## src/assert_macros.svh

```systemverilog
// Assertion macros shared by the peak detector RTL.
`ifndef ASSERT_MACROS_SVH
`define ASSERT_MACROS_SVH

// Same-cycle implication, checked outside reset.
`define PDHW_ASSERT_NOW(lbl, ante, cons, msg) \
    lbl: assert property (@(posedge i_clk) disable iff (!i_rst_n) (ante) |-> (cons)) \
        else $error(msg);

// Next-cycle implication, checked outside reset.
`define PDHW_ASSERT_NEXT(lbl, ante, cons, msg) \
    lbl: assert property (@(posedge i_clk) disable iff (!i_rst_n) (ante) |=> (cons)) \
        else $error(msg);

`endif

```

## src/pdhw_pkg.sv

```systemverilog
// Package: types, constants and helpers of the peak detector.
`timescale 1ns / 1ps
package pdhw_pkg;

    localparam int IndexBits = 16;
    localparam int SampleBits = 16;
    localparam int HoldBits = 10;
    localparam int PeakBits = 8;
    localparam int CfgIndexBits = 2;
    localparam int CfgDataBits = 16;

    // configuration register indexes
    localparam logic [CfgIndexBits-1:0] CfgThreshold = 2'd0;
    localparam logic [CfgIndexBits-1:0] CfgHoldLength = 2'd1;
    localparam logic [CfgIndexBits-1:0] CfgMaxPeaks = 2'd2;

    localparam logic signed [SampleBits-1:0] ThresholdReset = 16'sd256;
    localparam logic [HoldBits-1:0] HoldLengthReset = 10'd150;
    localparam logic [PeakBits-1:0] MaxPeaksReset = 8'd50;
    localparam logic [HoldBits-1:0] HoldCountMax = '1;
    localparam logic [PeakBits-1:0] PeaksMax = '1;

    typedef struct packed {
        logic [SampleBits-1:0] sample;
        logic                  record_start;
    } t_in_item;

    // low 16 bits of a sample index, zero-extended when the index is narrower
    function automatic logic [15:0] to_peak_index(input logic [IndexBits-1:0] idx);
        logic [31:0] wide;
        wide = 32'(idx);
        return wide[15:0];
    endfunction

endpackage

```

## src/pdhw_in_if.sv

```systemverilog
// Sample channel: valid/ready handshake with one sample beat.
`timescale 1ns / 1ps
interface pdhw_in_if;
    logic        valid;
    logic        ready;
    logic [15:0] sample;
    logic        record_start;

    modport source (output valid, output sample, output record_start, input ready);
    modport sink (input valid, input sample, input record_start, output ready);
endinterface

```

## src/pdhw_out_if.sv

```systemverilog
// Peak report channel: valid/ready handshake with one report beat.
`timescale 1ns / 1ps
interface pdhw_out_if;
    logic        valid;
    logic        ready;
    logic [15:0] peak_index;
    logic [15:0] peak_level;
    logic [7:0]  peak_number;

    modport source (output valid, output peak_index, output peak_level,
                    output peak_number, input ready);
    modport sink (input valid, input peak_index, input peak_level,
                  input peak_number, output ready);
endinterface

```

## src/pdhw_in_stage.sv

```systemverilog
// Input register stage: holds one sample beat until the core takes it.
`timescale 1ns / 1ps
`include "assert_macros.svh"
module pdhw_in_stage
    import pdhw_pkg::*;
(
    input  logic        i_clk,
    input  logic        i_rst_n,
    pdhw_in_if.sink     i_samp,
    input  logic        i_advance,
    output logic        o_valid,
    output t_in_item    o_item
);

    logic     r_valid;
    t_in_item r_item;
    logic     accept;

    // refill in the same cycle the core drains the register
    assign i_samp.ready = !r_valid || i_advance;
    assign accept = i_samp.valid && i_samp.ready;

    always_ff @(posedge i_clk) begin
        if (!i_rst_n) begin
            r_valid <= 1'b0;
        end else if (accept) begin
            r_valid <= 1'b1;
        end else if (i_advance) begin
            r_valid <= 1'b0;
        end
    end

    always_ff @(posedge i_clk) begin
        if (accept) begin
            r_item.sample <= i_samp.sample;
            r_item.record_start <= i_samp.record_start;
        end
    end

    assign o_valid = r_valid;
    assign o_item = r_item;

    `PDHW_ASSERT_NEXT(a_accept_fills, accept, r_valid, "accepted beat not registered")
    `PDHW_ASSERT_NEXT(a_stall_keeps, r_valid && !i_advance, r_valid,
                      "held beat dropped without advance")

endmodule

```

## src/pdhw_core.sv

```systemverilog
// Peak judging core: detector state, config registers and report register.
`timescale 1ns / 1ps
`include "assert_macros.svh"
module pdhw_core
    import pdhw_pkg::*;
(
    input  logic                    i_clk,
    input  logic                    i_rst_n,
    input  logic                    i_cfg_wr_en,
    input  logic [CfgIndexBits-1:0] i_cfg_index,
    input  logic [CfgDataBits-1:0]  i_cfg_data,
    input  logic                    i_valid,
    input  t_in_item                i_item,
    output logic                    o_advance,
    pdhw_out_if.source              o_peak
);

    typedef enum logic [1:0] {
        ST_EMPTY,
        ST_ONE,
        ST_FULL
    } t_fill;

    t_fill r_fill, n_fill;

    logic signed [SampleBits-1:0] r_threshold;
    logic [HoldBits-1:0]          r_hold_length;
    logic [PeakBits-1:0]          r_max_peaks;

    logic signed [SampleBits-1:0] r_before, n_before;
    logic signed [SampleBits-1:0] r_center, n_center;
    logic signed [SampleBits-1:0] r_ref, n_ref;
    logic [IndexBits-1:0]         r_seen, n_seen;
    logic [IndexBits-1:0]         r_kept_index, n_kept_index;
    logic signed [SampleBits-1:0] r_kept_level, n_kept_level;
    logic                         r_hold_active, n_hold_active;
    logic [HoldBits-1:0]          r_hold_count, n_hold_count;
    logic [PeakBits-1:0]          r_peaks, n_peaks;

    logic                  r_out_valid;
    logic [15:0]           r_out_index;
    logic [SampleBits-1:0] r_out_level;
    logic [PeakBits-1:0]   r_out_number;

    logic                         advance;
    logic                         emit;
    logic                         cand;
    logic signed [SampleBits-1:0] x;

    assign advance = i_valid && (!r_out_valid || o_peak.ready);
    assign o_advance = advance;
    assign x = i_item.sample;

    always_comb begin
        n_fill = r_fill;
        n_before = r_before;
        n_center = r_center;
        n_ref = r_ref;
        n_seen = r_seen;
        n_kept_index = r_kept_index;
        n_kept_level = r_kept_level;
        n_hold_active = r_hold_active;
        n_hold_count = r_hold_count;
        n_peaks = r_peaks;
        emit = 1'b0;
        cand = 1'b0;
        if (i_item.record_start || r_fill == ST_EMPTY) begin
            n_before = '0;
            n_center = x;
            n_ref = x;
            n_seen = IndexBits'(1);
            n_kept_index = '0;
            n_kept_level = '0;
            n_hold_active = 1'b0;
            n_hold_count = '0;
            n_peaks = '0;
            n_fill = ST_ONE;
        end else begin
            if (r_fill == ST_FULL) begin
                // reference follows the predecessor unless the center sits on a flat
                if (r_center != x && r_center != r_before) begin
                    n_ref = r_before;
                end
                cand = (r_center > n_ref) && (r_center > x) && (r_center > r_threshold)
                       && (r_peaks < r_max_peaks);
                if (cand) begin
                    if (!r_hold_active || r_center >= r_kept_level) begin
                        n_kept_index = r_seen - IndexBits'(1);
                        n_kept_level = r_center;
                    end
                    n_hold_active = 1'b1;
                    n_hold_count = '0;
                end
                if (n_hold_active) begin
                    if (n_hold_count != HoldCountMax) begin
                        n_hold_count = n_hold_count + HoldBits'(1);
                    end
                    if (n_hold_count == r_hold_length) begin
                        emit = 1'b1;
                        if (r_peaks != PeaksMax) begin
                            n_peaks = r_peaks + PeakBits'(1);
                        end
                        n_hold_active = 1'b0;
                        n_hold_count = '0;
                    end
                end
            end
            n_before = r_center;
            n_center = x;
            n_seen = r_seen + IndexBits'(1);
            n_fill = ST_FULL;
        end
    end

    always_ff @(posedge i_clk) begin
        if (!i_rst_n) begin
            r_fill <= ST_EMPTY;
            r_threshold <= ThresholdReset;
            r_hold_length <= HoldLengthReset;
            r_max_peaks <= MaxPeaksReset;
            r_before <= '0;
            r_center <= '0;
            r_ref <= '0;
            r_seen <= '0;
            r_kept_index <= '0;
            r_kept_level <= '0;
            r_hold_active <= 1'b0;
            r_hold_count <= '0;
            r_peaks <= '0;
            r_out_valid <= 1'b0;
            r_out_index <= '0;
            r_out_level <= '0;
            r_out_number <= '0;
        end else begin
            if (i_cfg_wr_en) begin
                unique case (i_cfg_index)
                    CfgThreshold:  r_threshold <= i_cfg_data;
                    CfgHoldLength: r_hold_length <= i_cfg_data[HoldBits-1:0];
                    CfgMaxPeaks:   r_max_peaks <= i_cfg_data[PeakBits-1:0];
                    default: ;
                endcase
            end
            if (advance) begin
                r_fill <= n_fill;
                r_before <= n_before;
                r_center <= n_center;
                r_ref <= n_ref;
                r_seen <= n_seen;
                r_kept_index <= n_kept_index;
                r_kept_level <= n_kept_level;
                r_hold_active <= n_hold_active;
                r_hold_count <= n_hold_count;
                r_peaks <= n_peaks;
            end
            if (advance && emit) begin
                r_out_valid <= 1'b1;
                r_out_index <= to_peak_index(n_kept_index);
                r_out_level <= n_kept_level;
                r_out_number <= r_peaks;
            end else if (o_peak.ready) begin
                r_out_valid <= 1'b0;
            end
        end
    end

    assign o_peak.valid = r_out_valid;
    assign o_peak.peak_index = r_out_index;
    assign o_peak.peak_level = r_out_level;
    assign o_peak.peak_number = r_out_number;

    `PDHW_ASSERT_NOW(a_idle_hold_clear, !r_hold_active, r_hold_count == '0,
                     "hold count running without an active hold")
    `PDHW_ASSERT_NOW(a_emit_needs_full, advance && emit, r_fill == ST_FULL,
                     "report raised before a center was held")
    `PDHW_ASSERT_NOW(a_no_overwrite, r_out_valid && !o_peak.ready, !advance,
                     "core advanced over an untaken report")

endmodule

```

## src/peak_detector_hold_window.sv

```systemverilog
// Top level of the peak detector with hold window.
`timescale 1ns / 1ps
// Finds local maxima in a stream of signed Q8.8 samples split into records.
// One sample is taken every cycle unless report backpressure holds the core: a
// sample beat lands in the input register, and when the core advances it judges
// the previous center against it, updates the hold state and loads any report
// beat into the result register. The rate is bounded only by the single
// register-to-register judging step and by report backpressure: while a report
// waits on o_peak, the core stops and the input register fills. Write
// threshold, hold_length and max_peaks through the cfg port only when no
// sample is in flight. Sample indices wrap at 2^16.
module peak_detector_hold_window
    import pdhw_pkg::*;
(
    input  logic                    i_clk,
    input  logic                    i_rst_n,
    input  logic                    i_cfg_wr_en,
    input  logic [CfgIndexBits-1:0] i_cfg_index,
    input  logic [CfgDataBits-1:0]  i_cfg_data,
    pdhw_in_if.sink                 i_samp,
    pdhw_out_if.source              o_peak
);

    logic     stage_valid;
    t_in_item stage_item;
    logic     advance;

    pdhw_in_stage u_in_stage (
        .i_clk     (i_clk),
        .i_rst_n   (i_rst_n),
        .i_samp    (i_samp),
        .i_advance (advance),
        .o_valid   (stage_valid),
        .o_item    (stage_item)
    );

    pdhw_core u_core (
        .i_clk       (i_clk),
        .i_rst_n     (i_rst_n),
        .i_cfg_wr_en (i_cfg_wr_en),
        .i_cfg_index (i_cfg_index),
        .i_cfg_data  (i_cfg_data),
        .i_valid     (stage_valid),
        .i_item      (stage_item),
        .o_advance   (advance),
        .o_peak      (o_peak)
    );

endmodule

```

## src/flat_wrapper.sv

```systemverilog
// flat-port wrapper written by rule: the top's interface ports become plain ports
module peak_detector_hold_window_flat import pdhw_pkg::*;
  (i_clk, i_rst_n, i_cfg_wr_en, i_cfg_index, i_cfg_data, i_samp_valid, i_samp_sample, i_samp_record_start, i_samp_ready, o_peak_valid, o_peak_peak_index, o_peak_peak_level, o_peak_peak_number, o_peak_ready);
  pdhw_in_if i_samp_i ();
  pdhw_out_if o_peak_i ();
  input  logic i_clk;
  input  logic i_rst_n;
  input  logic i_cfg_wr_en;
  input  logic [CfgIndexBits-1:0] i_cfg_index;
  input  logic [CfgDataBits-1:0] i_cfg_data;
  input wire logic [$bits(i_samp_i.valid)-1:0] i_samp_valid;
  input wire logic [$bits(i_samp_i.sample)-1:0] i_samp_sample;
  input wire logic [$bits(i_samp_i.record_start)-1:0] i_samp_record_start;
  output wire logic [$bits(i_samp_i.ready)-1:0] i_samp_ready;
  output wire logic [$bits(o_peak_i.valid)-1:0] o_peak_valid;
  output wire logic [$bits(o_peak_i.peak_index)-1:0] o_peak_peak_index;
  output wire logic [$bits(o_peak_i.peak_level)-1:0] o_peak_peak_level;
  output wire logic [$bits(o_peak_i.peak_number)-1:0] o_peak_peak_number;
  input wire logic [$bits(o_peak_i.ready)-1:0] o_peak_ready;
  assign i_samp_i.valid = i_samp_valid;
  assign i_samp_i.sample = i_samp_sample;
  assign i_samp_i.record_start = i_samp_record_start;
  assign i_samp_ready = i_samp_i.ready;
  assign o_peak_valid = o_peak_i.valid;
  assign o_peak_peak_index = o_peak_i.peak_index;
  assign o_peak_peak_level = o_peak_i.peak_level;
  assign o_peak_peak_number = o_peak_i.peak_number;
  assign o_peak_i.ready = o_peak_ready;
  peak_detector_hold_window u_core (.i_clk(i_clk), .i_rst_n(i_rst_n), .i_cfg_wr_en(i_cfg_wr_en), .i_cfg_index(i_cfg_index), .i_cfg_data(i_cfg_data), .i_samp(i_samp_i), .o_peak(o_peak_i));
endmodule
```

## config.mk

```make
export PLATFORM = sky130hd
export DESIGN_NAME = peak_detector_hold_window_flat
export DESIGN_NICKNAME = d
export VERILOG_FILES = /design/src/pdhw_pkg.sv /design/src/pdhw_in_if.sv /design/src/pdhw_out_if.sv /design/src/pdhw_in_stage.sv /design/src/pdhw_core.sv /design/src/peak_detector_hold_window.sv /design/src/flat_wrapper.sv
export VERILOG_INCLUDE_DIRS = /design/src /design/src/src
export SDC_FILE = /design/constraint.sdc
export NUM_CORES = 1
export LEC_CHECK = 0
export ABC_AREA = 1
export ABC_CLOCK_PERIOD_IN_PS = 8100
export BUFFER_PORTS_ARGS = -buffer_cell sky130_fd_sc_hd__buf_2
export CAP_MARGIN = 10
export CORE_MARGIN = 2
export CORE_UTILIZATION = 30
export CTS_CLUSTER_DIAMETER = 100
export DETAILED_ROUTE_END_ITERATION = 16
export PLACE_DENSITY = 0.45
export SYNTH_ARGS = -nofsm -noshare
export SYNTH_HDL_FRONTEND = slang
export SYNTH_HIERARCHICAL = 1
export SYNTH_SLANG_ARGS = --single-unit
```

## constraint.sdc

```tcl
create_clock -name i_clk -period 8.1 [get_ports i_clk]
set_clock_uncertainty 0.2 [all_clocks]
set_input_delay 0.405 -clock i_clk [delete_from_list [all_inputs] [get_ports i_clk]]
set_output_delay 0.405 -clock i_clk [all_outputs]
set_load 0.01 [all_outputs]
```

==> flow_metrics.py, run 1 <==
metrics = {
    "floorplanning": {
        "start_util_pct": 30.39,
        "die_w_um": 199.1,
        "io_pins": 82,
        "num_rows": 71,
        "dieArea_um2": 39650,
        "fp.dieH_um": 199.1,
        "core_area_um2": 37580,
    },
    "route": {
        "drc": 0,
        "drt-vias-per-instance": 4.693,
        "dr_total_vias": 10460,
        "wl_per_cell_um": 15.69,
        "antenna_left": 0,
        "routed_wl_mm": 34.96,
        "first_pass_iters": 6,
        "drtIter0Drc": 535,
    },
    "worst_setup_path": {
        "crit_type": "flip-flop to flip-flop",
        "critPathMostFrequentCell": "nand2_1",
        "crit_path_max_fanout": 41,
        "critPathCapture": "u_core/u_core/o_peak.peak_level[15]",
        "r2r_cells": 33,
        "cp_data_required_time_ns": 8.40,
        "r2r_slack_ns": 1.50,
        "cp-end-kind": "flip-flop",
        "startpoint_type": "flip-flop",
        "slowest_delay_ns": 0.59,
        "crit_path_top_delay_cell": "dfxtp_1",
        "crit_path_start": "u_core/u_core/r_center[5]",
        "r2r_end": "u_core/u_core/o_peak.peak_level[15]",
        "cp_data_arrival_time_ns": 6.90,
        "r2r_start": "u_core/u_core/r_center[5]",
    },
    "finish": {
        "area_growth_syn_to_layout_pct": 18.03,
        "drive_gt1_share_pct": 10.48,
        "finalNetCount": 1813,
        "diodes": 0,
    },
    "clocking": {
        "cts_sinks": 210,
        "insertion_delay_ns": 0.56,
        "cts_buffers": 27,
        "path_clk_slew_ns": 0.06,
        "cts.repair.resized": 0,
        "cts_root_buffer": "clkbuf_16",
        "clock_path_buffers": 3,
        "cts_tree": "done",
        "cts_max_level": 1,
    },
    "synthesis": {
        "synth-warning-count": 6,
        "post-synth-top-count-cell": "nand2_1",
        "async_flop_share_pct": 0,
        "ys_ff_latch": 210,
        "synth-edff-count": 17,
        "postSynthAreaPerCell_um2": 7.107,
        "synth.distinct_cells": 49,
        "synth_fp_nets": 1722,
        "ys_top_cells_by_count": "nand2_1, inv_1, dfxtp_1",
        "synth_top_area_cell": "dfxtp_1",
        "seq_area_frac_synth_pct": 38.30,
        "synth_top_cell_area_share_pct": 33.83,
        "syn_area_um2": 11420,
        "ys.flop_type": "dfxtp_1",
        "synthCells": 1607,
        "synth.area.top_cells": "dfxtp_1, nand2_1, ha_1",
    },
    "global_route": {
        "grt_max_degree": 77,
        "track_usage_pct": 17.74,
        "antenna_found_initial": 0,
        "grt.overflow.total": 0,
        "grt_pass1_vias": 10040,
        "grt_pass1_wl_mm": 55.27,
    },
    "sta": {
        "fmax_ghz": 0.1515,
        "min_period_ns": 6.602,
        "setup_tns_ns": 0,
        "finalMaxSlewViolations": 0,
        "rsz0062_at_grt": "no",
        "hold_viol": 0,
        "worst_slack_ns": 1.498,
        "slew_headroom_pct": 21.27,
        "tightestPinTransition_ns": 1.169,
        "setup_viol": 0,
        "min_period_over_period_pct": 81.50,
        "finalHoldWorstSlack_ns": 0.03539,
    },
    "placement": {
        "globalplace.congestion": 0.8459,
        "port-buffer-count": 81,
        "place_hpwl_mm": 24.57,
        "dp_slack_ns": 1.510,
    },
    "pwr": {
        "p_per_area_nw_per_um2": 192.8,
        "total_power_mw": 2.598,
        "ir_drop_v": 0.0001455,
        "p_leak_nw": 6.248,
    },
    "run": {
        "max_cap_viol_count": 0,
    },
    "run_status": {
        "status": "complete, no violations",
    },
    "min_path": {
        "hp-class": "input pin to flip-flop",
    },
}
==> worst max-delay path, delay by kind of cell (launching register included) <==
family | cells | cell delay [ns]
buf+inv | 5 | 0.75
compound gates | 5 | 1.07
xor+xnor | 1 | 0.32
fa+ha+maj | 2 | 0.47
simple gates | 20 | 3.09
flops | 1 | 0.59
==> timing repair <==
| item | 4_1_cts | 5_1_grt |
|---|---|---|
| hold endpoints to repair | 39 | 0 |
| setup buffers | 0 | 0 |
| hold buffers | 35 | 0 |
==> report_power, final <==
group / internal, mW / switching, mW
logic: 0.116 / 0.213
clock network: 0.676 / 0.477
registers: 1.08 / 0.0340
total: 1.87 / 0.724
==> layout by cell type (no fill, tap or decap), drive strengths merged, types with 2 or more instances in the layout <==
| master | netlist | final |
|---|---|---|
| a21o | 2 | 2 |
| a21oi | 179 | 179 |
| a221oi | 6 | 6 |
| and2 | 3 | 3 |
| buf | 17 | 96 |
| clkbuf | 52 | 40 |
| clkinv | 3 | 8 |
| dfxtp | 193 | 193 |
| dlygate4sd3 | 0 | 35 |
| edfxtp | 17 | 17 |
| ha | 75 | 75 |
| inv | 218 | 219 |
| mux2i | 8 | 8 |
| nand2 | 355 | 355 |
| nand3 | 62 | 62 |
| nand3b | 6 | 6 |
| nand4 | 29 | 29 |
| nor2 | 176 | 176 |
| nor3 | 17 | 17 |
| nor3b | 2 | 2 |
| nor4 | 2 | 2 |
| o211ai | 21 | 21 |
| o21a | 2 | 2 |
| o21ai | 102 | 102 |
| o21bai | 4 | 4 |
| o22ai | 5 | 5 |
| or2 | 14 | 14 |
| xnor2 | 4 | 4 |
| xor2 | 27 | 27 |
==> through the flow <==
stage,utilization [%],cell area [um2],std cells
final,35.87,13480,2228
after global routing,35.87,13480,2228
after CTS,35.87,13480,2228
after floorplan,-,11420,1607
after global placement,32.71,12290,2145
after detailed placement,32.71,12290,2145
==> routing by layer <==
layer	part of all wire, %	track usage [%]	vias up
li1	-	-	5401
met1	47	23.10	4832
met2	47	30.79	171
met3	3.3	2.228	52
met4	2.5	4.865	0
met5	0	0	-
==> sequential cells by signal (all words and copies together) (netlist names) <==
signal / cells
u_core/u_core/o_peak.peak_number: 8
u_core/u_core/r_hold_count: 10
u_core/u_core/r_before: 16
u_core/u_core/o_peak.peak_index: 16
u_core/u_core/r_seen: 16
u_core/u_core/r_max_peaks: 8
u_core/u_core/r_hold_active: 1
u_core/u_core/r_kept_index: 16
u_core/u_core/r_threshold: 16
u_core/u_core/o_peak.peak_level: 16
u_core/u_core/r_kept_level: 16
u_core/u_core/r_ref: 16
u_core/u_core/r_peaks: 8
u_core/u_in_stage/o_item: 17
u_core/u_core/o_peak.valid: 1
u_core/u_core/r_hold_length: 10
u_core/u_in_stage/o_valid: 1
u_core/u_core/r_fill: 2
u_core/u_core/r_center: 16
==> cells by family (layout without fill, tap and decap cells) <==
group / count (synthesis) / in the layout / synth area share, %
muxes: 8 / 8 / 0.7012
and+or+nand+nor: 669 / 669 / 25.23
xor gates and xnor gates: 31 / 31 / 2.377
AOI/OAI and AO/OA: 324 / 324 / 15.18
DFF: 210 / 210 / 38.30
buffers and inverters: 290 / 400 / 9.991
adders and majority gates: 75 / 75 / 8.216
==> worst min-delay path by stage <==
stage | slack [ns] | from | cells past startpoint | end
after CTS | 0.01 | i_cfg_data[6] | 3 | u_core/u_core/r_hold_length[6]
after global placement | 0.25 | u_core/u_core/r_kept_index[0] | 2 | u_core/u_core/r_kept_index[0]
after detailed placement | 0.26 | u_core/u_core/r_ref[0] | 2 | u_core/u_core/r_ref[0]
after floorplan | 0.24 | u_core/u_core/r_max_peaks[2] | 2 | u_core/u_core/r_max_peaks[2]
after global routing | 0.04 | i_cfg_data[6] | 3 | u_core/u_core/r_hold_length[6]
final | 0.04 | i_cfg_data[3] | 3 | u_core/u_core/r_hold_length[3]
==> final cells by class <==
class	count	area, um2
Fill cell	4033	24100
Multi-Input combinational cell	1107	5929
Sequential cell	210	4374
Timing Repair Buffer	131	870.8
Inverter	221	829.5
Clock buffer	40	754.5
Tap cell	511	639.4
Clock inverter	8	82.58
No activity file was read; power rests on OpenSTA's default activity.
==> run 2: changes to the inputs <==
--- a/config.mk
+++ b/config.mk
@@ -6,8 +6,8 @@
 export SDC_FILE = /design/constraint.sdc
 export NUM_CORES = 1
 export LEC_CHECK = 0
-export ABC_AREA = 1
-export ABC_CLOCK_PERIOD_IN_PS = 8100
+export ABC_AREA = 0
+export ABC_CLOCK_PERIOD_IN_PS = 6650
 export BUFFER_PORTS_ARGS = -buffer_cell sky130_fd_sc_hd__buf_2
 export CAP_MARGIN = 10
 export CORE_MARGIN = 2
==> constraint.sdc (replaced) <==
create_clock -name i_clk -period 6.65 [get_ports i_clk]
set_clock_uncertainty 0.2 [all_clocks]
set_input_delay 0.3325 -clock i_clk [delete_from_list [all_inputs] [get_ports i_clk]]
set_output_delay 0.3325 -clock i_clk [all_outputs]
set_load 0.01 [all_outputs]
==> run 2 against run 1 <==
Compared with the run above: critical path depth is 4 lower; non-clock buffer count increased by 76; final area increased by 3.5%; first-iteration DRC count is 6.0% lower; combinational power grew 35%; register-to-register slack got worse by 1.2 ns; flip-flop and latch count unchanged; worst hold slack improved by 0.096 ns; count of clock-buffer cells in the layout is 2 higher; power rose by 26%; sequential power up 18%.
==> flow_metrics.py, run 2 <==
metrics = {
    "synthesis": {
        "synthCells": 1292,
        "ys_top_cells_by_count": "dfxtp_1, nand2_1, nor2_1",
        "synth_fp_nets": 1407,
        "synth_top_area_cell": "dfxtp_1",
        "synth.area.top_cells": "dfxtp_1, ha_1, nand2_1",
        "ys.flop_type": "dfxtp_1",
        "synth-warning-count": 6,
        "synth.distinct_cells": 75,
        "async_flop_share_pct": 0,
        "synth-edff-count": 17,
        "synth_top_cell_area_share_pct": 34.74,
        "ys_ff_latch": 210,
        "postSynthAreaPerCell_um2": 8.608,
        "seq_area_frac_synth_pct": 39.33,
        "post-synth-top-count-cell": "dfxtp_1",
        "syn_area_um2": 11120,
    },
    "pwr": {
        "p_sw_share_pct": 25.80,
        "seq_power_share_pct": 40.4,
        "clock_power_share_pct": 46.0,
        "power.switching_mw": 0.8455,
        "p_leak_nw": 5.731,
        "p_comb_share_pct": 13.6,
        "p_per_area_nw_per_um2": 235.0,
        "internal_power_mw": 2.432,
        "ir_drop_v": 0.0001492,
    },
    "worst_setup_path": {
        "crit_path_top_delay_cell": "nor4_2",
        "crit_path_max_fanout": 13,
        "cp_data_required_time_ns": 6.89,
        "startpoint_type": "flip-flop",
        "cp-end-kind": "flip-flop",
        "crit_path_start": "u_core/u_core/r_center[13]",
        "crit_type": "flip-flop to flip-flop",
        "cp_data_arrival_time_ns": 6.64,
        "r2r_start": "u_core/u_core/r_center[13]",
        "slowest_delay_ns": 0.40,
    },
    "run": {
        "max_cap_viol_count": 0,
    },
    "sta": {
        "finalMaxSlewViolations": 0,
        "finalHoldWorstSlack_ns": 0.1309,
        "min_period_ns": 6.400,
        "setup_viol": 0,
        "min_period_over_period_pct": 96.25,
        "slew_headroom_pct": 25.46,
        "tightestPinTransition_ns": 1.117,
        "hold_viol": 0,
        "setup_tns_ns": 0,
        "fmax_ghz": 0.1562,
    },
    "placement": {
        "port-buffer-count": 81,
        "place_inst": 1834,
        "placed_cell_area_um2": 12350,
        "globalplace.congestion": 0.8208,
        "place_hpwl_mm": 23.51,
    },
    "clocking": {
        "cts_tree": "done",
        "cts_buffers": 27,
        "cts_max_level": 1,
        "cts_root_buffer": "clkbuf_16",
        "insertion_delay_ns": 0.53,
        "cts_sinks": 210,
        "clock_path_buffers": 3,
        "path_clk_slew_ns": 0.06,
    },
    "run_status": {
        "status": "complete, no violations",
    },
    "finish": {
        "diodes": 0,
        "finalNetCount": 1568,
        "final_area_um2": 13950,
        "final_cell_mix": "dfxtp_1, nand2_1, nor2_1",
        "largest_reg_flops": 17,
        "drive_gt1_share_pct": 18.19,
        "final_cells": 1941,
        "area_growth_syn_to_layout_pct": 25.42,
        "final_common_cell": "dfxtp_1",
        "fill_cells": 3717,
    },
    "floorplanning": {
        "io_pins": 82,
        "core_area_um2": 36520,
        "dieArea_um2": 38630,
        "start_util_pct": 30.45,
        "num_rows": 70,
        "die_w_um": 196.5,
        "fp.dieH_um": 196.5,
    },
    "min_path": {
        "hp-class": "input pin to flip-flop",
        "hold_start": "i_cfg_index[1]",
    },
    "global_route": {
        "grt_max_degree": 83,
        "antenna_found_initial": 0,
        "grt_pass1_vias": 9279,
        "grt.overflow.total": 0,
        "grt_pass1_wl_mm": 52.14,
        "track_usage_pct": 16.96,
    },
    "route": {
        "drc": 0,
        "first_pass_iters": 5,
        "drt-vias-per-instance": 5.031,
        "routed_wl_mm": 33.49,
        "wl_per_cell_um": 17.26,
        "antenna_left": 0,
        "dr_total_vias": 9766,
        "drtIter0Drc": 503,
    },
}
-- run 2: changes by cell type after synthesis, sizes merged, moves of 25 or more --
cell | previous run | this run
nand2 | 355 | 181
inv | 218 | 73
a21oi | 179 | 99
o21ai | 102 | 29
mux2i | 8 | 62
a22oi | 0 | 47
nor2 | 176 | 130
nand3 | 62 | 27
a211oi | 1 | 26
xnor2 | 4 | 29
-- run 2: path summary, 6_finish.rpt --
check        slack [ns]  depth (start not counted)                             endpoint
max                0.25                         29   u_core/u_core/o_peak.peak_level[6]
min                0.13                          4       u_core/u_core/r_hold_length[8]
max reg2reg        0.25                         29   u_core/u_core/o_peak.peak_level[6]
min reg2reg        0.25                          2  u_core/u_core/o_peak.peak_number[1]
-- run 2: critical path, delay by kind of cell, from the launching register on --
family / cells / cell delay (ns)
flops: 1 / 0.32
mux: 1 / 0.14
fa+ha+maj: 2 / 0.58
xor+xnor: 2 / 0.42
simple gates: 10 / 2.12
buf+inv: 6 / 0.91
compound gates: 8 / 1.61
-- run 2: layout make-up --
cell class / count / area [um2] / share of cell area, %
repair buffers: 207 / 1521 / 10.91
flip-flops and latches: 210 / 4374 / 31.36
well taps: 468 / 585.6 / 4.198
clock inverters: 7 / 88.84 / 0.6368
clock buffers: 42 / 843.3 / 6.045
multi-input cells: 933 / 6256 / 44.85
inverters: 74 / 280.3 / 2.009
-- run 2: cell families after synthesis --
logic type | after synthesis | synth area share [%]
flip-flops | 210 | 39.33
XOR/XNOR | 52 | 4.095
AND/OR/NAND/NOR | 446 | 18.57
buffers and inverters | 149 | 5.501
AO/OA/AOI/OAI | 283 | 16.96
multiplexers | 77 | 7.099
adder cells (fa/ha/maj) | 75 | 8.437
-- run 2: timing repair --
item / in CTS / in global routing
endpoints found under the setup margin: 60 / 60
hold endpoints to repair: 53 / 0
hold buffers: 36 / 0
pin swaps: 1 / 15
gates resized for setup: 5 / 11
buffers inserted: 1 / 18
cloned: 0 / 3
-- run 2: power by group through the flow --
stage	logic [mW]	registers [mW]	clock network, mW
floorplan	0.245	1.35	0
global placement	0.399	1.35	0
detailed placement	0.399	1.35	0
CTS	0.421	1.32	1.56
global route	0.490	1.33	1.60
finish	0.445	1.32	1.51
-- run 2: metrics by stage --
stage	power, mW	utilization (%)	setup WS (ns)
floorplan	1.599	-	0.002313
global placement	1.750	33.80	-0.2366
detailed placement	1.751	33.80	-0.3849
CTS	3.301	37.46	0.01036
global route	3.421	38.19	-0.06470
finish	3.278	38.19	0.2497
-- run 2: per-layer routing --
metal | wire length [um] | vias up | global-route usage [%] | part of all wire (%)
li1 | - | 4901 | - | -
met1 | 16360 | 4648 | 23.70 | 49
met2 | 15240 | 174 | 27.84 | 45
met3 | 1095 | 43 | 1.985 | 3.3
met4 | 794 | 0 | 4.237 | 2.4
met5 | 0 | - | 0 | 0
